<file path="src/rtl/efme_pkg.sv">
// shared widths, codes, defaults and state type for the frame memory expansion block
package efme_pkg;

   localparam int ZONE_BYTES_DEF      = 67108864;
   localparam int MAX_FRAME_BYTES_DEF = 4194304;
   localparam int MAX_FRAMES_DEF      = 1024;

   localparam int ACTION_W   = 2;
   localparam int ADDR_W     = 32;
   localparam int LEN_W      = 32;
   localparam int GAS_W      = 63;
   localparam int STATUS_W   = 2;
   localparam int FRAME_ID_W = 10;
   localparam int BASE_W     = 27;
   localparam int SIZE_W     = 23;

   localparam int WORD_BYTES = 32;
   localparam int WORD_SHIFT = 5;
   localparam int QUAD_SHIFT = 9;
   localparam int LIN_COST   = 3;

   localparam logic [ACTION_W-1:0] ACTION_CREATE  = 2'd0;
   localparam logic [ACTION_W-1:0] ACTION_DESTROY = 2'd1;
   localparam logic [ACTION_W-1:0] ACTION_ACCESS  = 2'd2;

   localparam logic [STATUS_W-1:0] STATUS_OK        = 2'd0;
   localparam logic [STATUS_W-1:0] STATUS_OUT_OF_GAS = 2'd1;
   localparam logic [STATUS_W-1:0] STATUS_STACK_ERR  = 2'd2;

   typedef enum logic [1:0] {
      ST_IDLE,
      ST_CALC,
      ST_FIN
   } state_type;

endpackage

</file>
<file path="src/rtl/efme_cost.sv">
// expansion gas: registered word squares, then difference of 3w + w*w/512
module efme_cost
   import efme_pkg::*;
#(
   parameter int WORD_W = 17
) (
   input  logic                  clock,
   input  logic                  load,
   input  logic [WORD_W-1:0]     w_new,
   input  logic [WORD_W-1:0]     w_old,
   output logic [2*WORD_W:0]     delta
);

   localparam int CST_W = 2 * WORD_W + 1;

   logic [WORD_W-1:0]   wn_ff;
   logic [WORD_W-1:0]   wo_ff;
   logic [2*WORD_W-1:0] sqn_ff;
   logic [2*WORD_W-1:0] sqo_ff;
   logic [CST_W-1:0]    cost_new;
   logic [CST_W-1:0]    cost_old;

   always_ff @(posedge clock) begin
      if (load) begin
         wn_ff  <= w_new;
         wo_ff  <= w_old;
         sqn_ff <= w_new * w_new;
         sqo_ff <= w_old * w_old;
      end
   end

   assign cost_new = CST_W'(wn_ff) * CST_W'(LIN_COST) + CST_W'(sqn_ff >> QUAD_SHIFT);
   assign cost_old = CST_W'(wo_ff) * CST_W'(LIN_COST) + CST_W'(sqo_ff >> QUAD_SHIFT);
   assign delta    = cost_new - cost_old;

endmodule

</file>
<file path="config.mk">
export PLATFORM = sky130hd
export DESIGN_NAME = efme_cost
export DESIGN_NICKNAME = d
export VERILOG_FILES = /design/src/rtl/efme_pkg.sv /design/src/rtl/efme_cost.sv
export SDC_FILE = /design/constraint.sdc
export NUM_CORES = 1
export LEC_CHECK = 0
export BUFFER_PORTS_ARGS = -buffer_cell sky130_fd_sc_hd__buf_2
export CAP_MARGIN = 25
export CORE_AREA = 2 2 202 204
export CTS_BUF_LIST = sky130_fd_sc_hd__clkbuf_8
export DETAILED_ROUTE_END_ITERATION = 10
export DIE_AREA = 0 0 204 206
export PLACE_DENSITY = 0.71
export RECOVER_POWER = 50
export SYNTH_ARGS = -nofsm -noshare
export SYNTH_HDL_FRONTEND = slang
export SYNTH_SLANG_ARGS = --single-unit
</file>
<file path="constraint.sdc">
create_clock -name clock -period 15.7 [get_ports clock]
set_input_delay 1.57 -clock clock [delete_from_list [all_inputs] [get_ports clock]]
set_output_delay 1.57 -clock clock [all_outputs]
set_load 0.1 [all_outputs]
</file>
Word-level counts from Yosys, hierarchy flattened
Index checks and enable logic that the tools add are counted.
Widths: inputs -> output; s select.
Word-level totals
  bits in registers: 102
  input port bits: 36
  output and inout bits: 35
  logic and storage cells: 11
Operators by class
  $add $sub $neg: 3
  $mul: 4
Operators with widths (count)
  $mul 17x17->34: 2
  $add 19x25->26: 2
  $mul 17x2->19 const B: 2
  $sub 26x26->27: 1

Longest topological paths before layout
Gate-level depths: netlist (run 1).
  depth after elaboration: 3
  gate-level depth with buffers: 24
  depth with buffers taken out: 23

Least setup slack after synthesis (run 1)
No wires, ideal clock.
  kind: flip-flop to output port
  from: register wn_ff[6]
  to: output port delta[27]
  arrival time: 7.062 ns
  required time: 14.130 ns
  setup slack: 7.068 ns
  cell stages (with the launch flop): 15
  path buffers: 1
  path through: edfxtp_1 > fa_1 > inv_1 > fa_1 > fa_1 > inv_1 > ha_1 > a211o_1 > o211ai_1 > a31oi_1 > a211oi_1 > o21a_1 > o21ai_0 > a221oi_1 > buf_4
On the way
  cells in the longest elaborated chain, start to end: 3
RTL lines
  start: declaration: RTL line efme_cost.sv:16  | logic [WORD_W-1:0] wn_ff;
  start signal: assignment: RTL line efme_cost.sv:25  | wn_ff <= w_new;
  $mul 17x2->19: RTL line efme_cost.sv:32  | assign cost_new = CST_W'(wn_ff) * CST_W'(LIN_COST) + CST_W'(sqn_ff >> QUAD_SHIFT);
  $add 19x25->26: RTL line efme_cost.sv:32
  $sub 26x26->27: RTL line efme_cost.sv:34  | assign delta = cost_new - cost_old;
  end: declaration: RTL line efme_cost.sv:11  | output logic [2*WORD_W:0] delta
No other way between the ends.

Worst setup path after layout (run 1)
  from: input port w_new[14]
  to: register sqn_ff[32], data pin
On the way
  cells in the longest elaborated chain, start to end: 1
RTL lines
  start: declaration: RTL line efme_cost.sv:9  | input logic [WORD_W-1:0] w_new,
  $mul 17x17->34: RTL line efme_cost.sv:27  | sqn_ff <= w_new * w_new;
  end signal: assignment: RTL line efme_cost.sv:27
  end: declaration: RTL line efme_cost.sv:18  | logic [2*WORD_W-1:0] sqn_ff;
No other way between the ends.
A chain may end at the register's enable or synchronous reset.

==> results of run 1 <==
[Yosys cell counts, drive strengths merged (16+ instances only)]
| cell type | number | area share |
|---|---|---|
| inv | 627 | 0.11 |
| clkbuf | 54 | 0.0093 |
| and2 | 113 | 0.033 |
| nor2 | 55 | 0.0095 |
| a21oi | 61 | 0.014 |
| nor3 | 16 | 0.0037 |
| xnor2 | 66 | 0.027 |
| edfxtp | 84 | 0.12 |
| xor2 | 23 | 0.0093 |
| fa | 447 | 0.41 |
| ha | 257 | 0.15 |
| o21ai | 33 | 0.0076 |
| a21o | 41 | 0.014 |
| nand3 | 17 | 0.0039 |
| nand2 | 198 | 0.034 |
[through the flow]
stage                     worst slack (ns)  instance area (um2)
after global routing                 7.441                22650
after CTS                            7.989                22690
after floorplan                      7.068                21750
after global placement               8.094                22510
final                                7.911                22650
after detailed placement             7.991                22510
[cell type report]
cell class / count / area [um2] / area share
inverter: 627 / 2354 / 0.1039
tap: 532 / 665.6 / 0.02939
sequential: 84 / 2522 / 0.1114
clock buffer: 9 / 123.9 / 0.005470
timing repair buffer: 72 / 314.1 / 0.01387
clock inverter: 6 / 58.81 / 0.002597
multi-input combinational: 1464 / 16610 / 0.7334
[cell families (layout without fill, tap and decap cells)]
kind of cell / count (synthesis) / after routing / share of synthesized area
muxes: 2 / 2 / 0.001036
xor gates and xnor gates: 89 / 89 / 0.03585
AOI/OAI and AO/OA: 214 / 214 / 0.06628
DFF: 84 / 84 / 0.1160
and+or+nand+nor: 455 / 455 / 0.1012
adders and majority gates: 704 / 704 / 0.5594
buffers and inverters: 689 / 714 / 0.1203
[per-layer routing]
layer / up-vias / routed length, um / global-route usage
li1: 6817 / - / -
met1: 7452 / 18390 / 0.2937
met5: - / 0 / 0
met2: 357 / 22970 / 0.4155
met4: 0 / 1336 / 0.07039
met3: 83 / 2054 / 0.03075
[state kept, by name, indices dropped and copies added (netlist names)]
name    count
wn_ff      17
sqo_ff     25
sqn_ff     25
wo_ff      17
[final timing paths]
check / start / end / slack [ns]
worst max-delay path: w_new[14] / sqn_ff[32]$_DFFE_PP_ / 7.91
worst min-delay path: load / sqo_ff[31]$_DFFE_PP_ / 1.67
==> out/qor.csv, run 1 <==
metric,value,unit
outcome,finished with violations,
failing checks,"capacitance limit, slew limit",
largest net degree at the start of global routing,77,
synthesized area per cell,9.721,um2
"Top FF cell, synth",edfxtp_1,
Worst setup SP type,input pin,
Post-CTS Setup Bufs,0,
global route overflow,0,
Slew @ Worst Pin,3.353,ns
Gate Count Post-Synth,2237,
syn_nets,2977,
Crit-path slowest cell,o41ai_1,
Post-synth EDFFs,84,
vias in the first global route,16497,
worst path cell trace,clkbuf_1 > inv_1 > nor2_1 > fa_1 > inv_1 > fa_1 > inv_1 > fa_1 > fa_1 > fa_1 > ha_1 > ha_1 > and3_1 > a221oi_1 > o21ai_0 > o31ai_1 > a21oi_1 > o41ai_1 > o21bai_1 > xor2_1,
Max H-tree Level,3,
clock period minus worst slack,7.789,ns
"most used cell, CP",fa_1,
Clock Sink Count,84,
Critical Path Stages,20,
core area,40180,um2
clk slew on worst S/H paths,0.09,ns
final WL,44750,um
Detail Route Antenna Nets,0,
post-detail-place hpwl,37510,um
Worst setup EP type,flop,
setup repair after global routing missed its margin,false,
worst path bufs/invs,4,
CTS buffer count,9,
Worst Path Max Fanout,17,
Clk Tree Root Cell,clkbuf_8,
GRT Total Usage,0.2321,
post-DR wirelength/cell,16.02,um
max-cap viol count,1,
gpl congestion,0.9201,
Crit path max-delay family,adder cells,
"Cell Count, Final, Fillers Out",2794,
die footprint,42020,um2
Die Height,206,um
Final Core Density,0.5636,
CP required,15.83,ns
Nets,2998,
row count,74,
TritonCTS clock tree,yes,
Worst Hold Depth,1,
CTS Hold Bufs,0,
DR iter-0 viols,789,
worst hold slack,1.668,ns
Setup TNS Final,0,ns
"commonest cells after routing, fill and taps aside","inv_1 (629), fa_1 (447), ha_1 (257), nand2_1 (198), and2_1 (113)",
# IOs,71,
Hold/Removal Path Class,input pin to flop,
Max Slew Vio Count,57,
Unique masters post-synth,56,
Post-synth ARST share,0,
Die W,204,um
crit path DAT,7.92,ns
vias,14709,
initial antenna violation count,0,
"commonest non-fill, non-tap cell in the layout",inv_1,
# diodes,0,
Setup-failing EPs final,0,
maximum clock path buffer count,2,
Synth Register Bits,84,
layout cell share with drive strength beyond 1,0.02785,
drt drc,0,
Final Hold Fails,0,
Cells after DPL,2778,
CP Class,input pin to flop,
TritonRoute pass-1 iters,9,
routed vias/inst,5.264,
Slew HR,-1.235,
# fillers,3583,
f_max,128.4,MHz
P&R area growth vs syn,4.137,%
Initial Util,0.5412,
IO Port Bufs,70,
post-cts resize count,0,
CP max stage delay,0.64,ns
Synthesis Warnings,0,
sequential-to-total area share from yosys stat,0.1160,
"Cell Area, Synth",21750,um2
first-pass GRT wire length,77630,um
Tcrit/Tclk final,0.4961,
Power of run 1 is not shown: default switching activity piles up to over one toggle a cycle in this logic, so the estimate is an artifact.
==> inputs of run 2 (changes only) <==
==> constraint.sdc (replaced) <==
create_clock -name clock -period 7.7 [get_ports clock]
set_input_delay 0.77 -clock clock [delete_from_list [all_inputs] [get_ports clock]]
set_output_delay 0.77 -clock clock [all_outputs]
set_load 0.1 [all_outputs]
==> run 2 against run 1 <==
The flow still finishes with violations (capacitance limit, slew limit). Flip-flop and latch count unchanged. First-iteration DRC count decreased by 21%. Core utilization up 0.10 points. Wire length is 0.27% higher. Critical path type unchanged.
==> out/qor.csv, run 2 (synthesis results as in run 1) <==
metric,value,unit,change
routed vias/inst,5.304,,+0.75%
Detail Route Antenna Nets,0,,unchanged
vias,14825,,+0.79%
drt drc,0,,unchanged
Regs by FF count,"sqn_ff: 25 flops, sqo_ff: 25 flops",,
Crit-path slowest cell,clkbuf_1,,
CTS buffer count,9,,unchanged
Worst setup EP type,flop,,
Die W,204,um,unchanged
setup repair after global routing missed its margin,false,,
Hold/Removal Path Class,input pin to flop,,
P&R area growth vs syn,4.321,%,
IO Port Bufs,70,,unchanged
# fillers,3602,,+0.53%
design area,22690,um2,+0.18%
Max Slew Vio Count,55,,-3.5%
first-pass GRT wire length,77980,um,+0.45%
row count,74,,unchanged
Setup TNS Final,0,ns,unchanged
worst path bufs/invs,6,,+2
Clock Sink Count,84,,unchanged
Clk Tree Root Cell,clkbuf_8,,
worst path cell trace,clkbuf_1 > nand2_1 > inv_1 > fa_1 > inv_1 > fa_1 > inv_1 > fa_1 > fa_1 > fa_1 > inv_1 > fa_1 > inv_1 > ha_1 > a21o_1 > a21o_1 > a21oi_1 > o21ai_0 > o21a_1 > or4b_4 > a31oi_2 > xnor2_1,,
Tcrit/Tclk final,0.9061,,
Die Height,206,um,unchanged
Initial Util,0.5412,,unchanged
GRT Total Usage,0.2334,,+0.001340
core area,40180,um2,unchanged
Crit path max-delay family,adder cells,,
# IOs,71,,unchanged
Slew HR,-1.119,,+0.1160
Setup-failing EPs final,0,,unchanged
TritonRoute pass-1 iters,5,,-4
post-cts resize count,0,,unchanged
Slew @ Worst Pin,3.178,ns,-0.1740 ns
Max H-tree Level,3,,unchanged
worst hold slack,0.8350,ns,-0.8326 ns
CTS Hold Bufs,0,,unchanged
placed cell areas,22520,um2,about the same
Worst Path Max Fanout,19,,+2
f_max,143.3,MHz,
CP Class,input pin to flop,,
"commonest cells after routing, fill and taps aside","inv_1 (627), fa_1 (447), ha_1 (257), nand2_1 (198), and2_1 (113)",,
"most used cell, CP",fa_1,,
final WL,44870,um,+0.27%
Nets,2998,,unchanged
maximum clock path buffer count,2,,unchanged
Final Core Density,0.5645,,+0.0009960
vias in the first global route,16422,,-0.45%
Worst Min Path Start,w_new[14],,
crit path DAT,7.11,ns,-0.81 ns
# diodes,0,,unchanged
Worst Hold Path EP,wn_ff[14]$_DFFE_PP_,,
initial antenna violation count,0,,unchanged
clk slew on worst S/H paths,0.10,ns,about the same
outcome,finished with violations,,
clock period minus worst slack,6.977,ns,
die footprint,42020,um2,unchanged
CP required,7.83,ns,-8.00 ns
Post-CTS Setup Bufs,0,,unchanged
TritonCTS clock tree,yes,,
layout cell share with drive strength beyond 1,0.02961,,+0.001755
Worst Hold Depth,1,,unchanged
post-DR wirelength/cell,16.06,um,+0.23%
global route overflow,0,,unchanged
failing checks,"capacitance limit, slew limit",,
DR iter-0 viols,623,,-21%
max-cap viol count,1,,unchanged
gpl congestion,0.9163,,-0.41%
largest net degree at the start of global routing,77,,unchanged
Worst setup SP type,input pin,,
CP max stage delay,0.74,ns,+0.10 ns
Final Hold Fails,0,,unchanged
"commonest non-fill, non-tap cell in the layout",inv_1,,
post-detail-place hpwl,37590,um,+0.21%
==> run 2: cell count changes in the layout (fill, tap and decap cells not counted), sizes merged <==
| cell | before | now |
|---|---|---|
| bufinv | 1 | 2 |
| clkinv | 2 | 4 |
| clkbuf | 46 | 44 |
| inv | 629 | 628 |
| clkinvlp | 1 | 0 |
| buf | 35 | 37 |
==> run 2: worst max path at each step <==
stage | startpoint | end | depth (start not counted)
6_report | w_new[2] | sqn_ff[27]$_DFFE_PP_ | 22
3_3_place_gp | w_new[14] | sqn_ff[32]$_DFFE_PP_ | 20
2_1_floorplan | wn_ff[6]$_DFFE_PP_ | delta[27] | 14
4_1_cts | wn_ff[6]$_DFFE_PP_ | delta[29] | 14
5_1_grt | w_new[5] | sqn_ff[32]$_DFFE_PP_ | 21
3_5_place_dp | w_new[14] | sqn_ff[32]$_DFFE_PP_ | 20
==> run 2: area by class of cell <==
cell class	instances	area [um2]	share of cell area
clock inverter	7	90.09	0.003971
inverter	627	2354	0.1037
multi-input combinational	1464	16610	0.7323
tap	532	665.6	0.02934
sequential	84	2522	0.1112
timing repair buffer	72	316.6	0.01395
clock buffer	9	123.9	0.005460
==> run 2: metal layers <==
metal  vias to the layer above  global-route usage  wire (um)  part of all wire
met3                        81             0.02665       2205             0.049
li1                       6821                   -          -                 -
met2                       360              0.4153      23170              0.52
met1                      7563              0.3026      18280              0.41
met5                         -                   0          0                 0
met4                         0             0.06522       1214             0.027
==> run 2: stage by stage <==
step | cells | setup slack [ns]
5_1_grt | 2795 | 0.3666
6_report | 2795 | 0.7229
2_1_floorplan | 2237 | 1.124
4_1_cts | 2794 | 1.046
3_3_place_gp | 2778 | 0.8896
3_5_place_dp | 2778 | 0.7202
Power of run 2 is left out for the same reason.
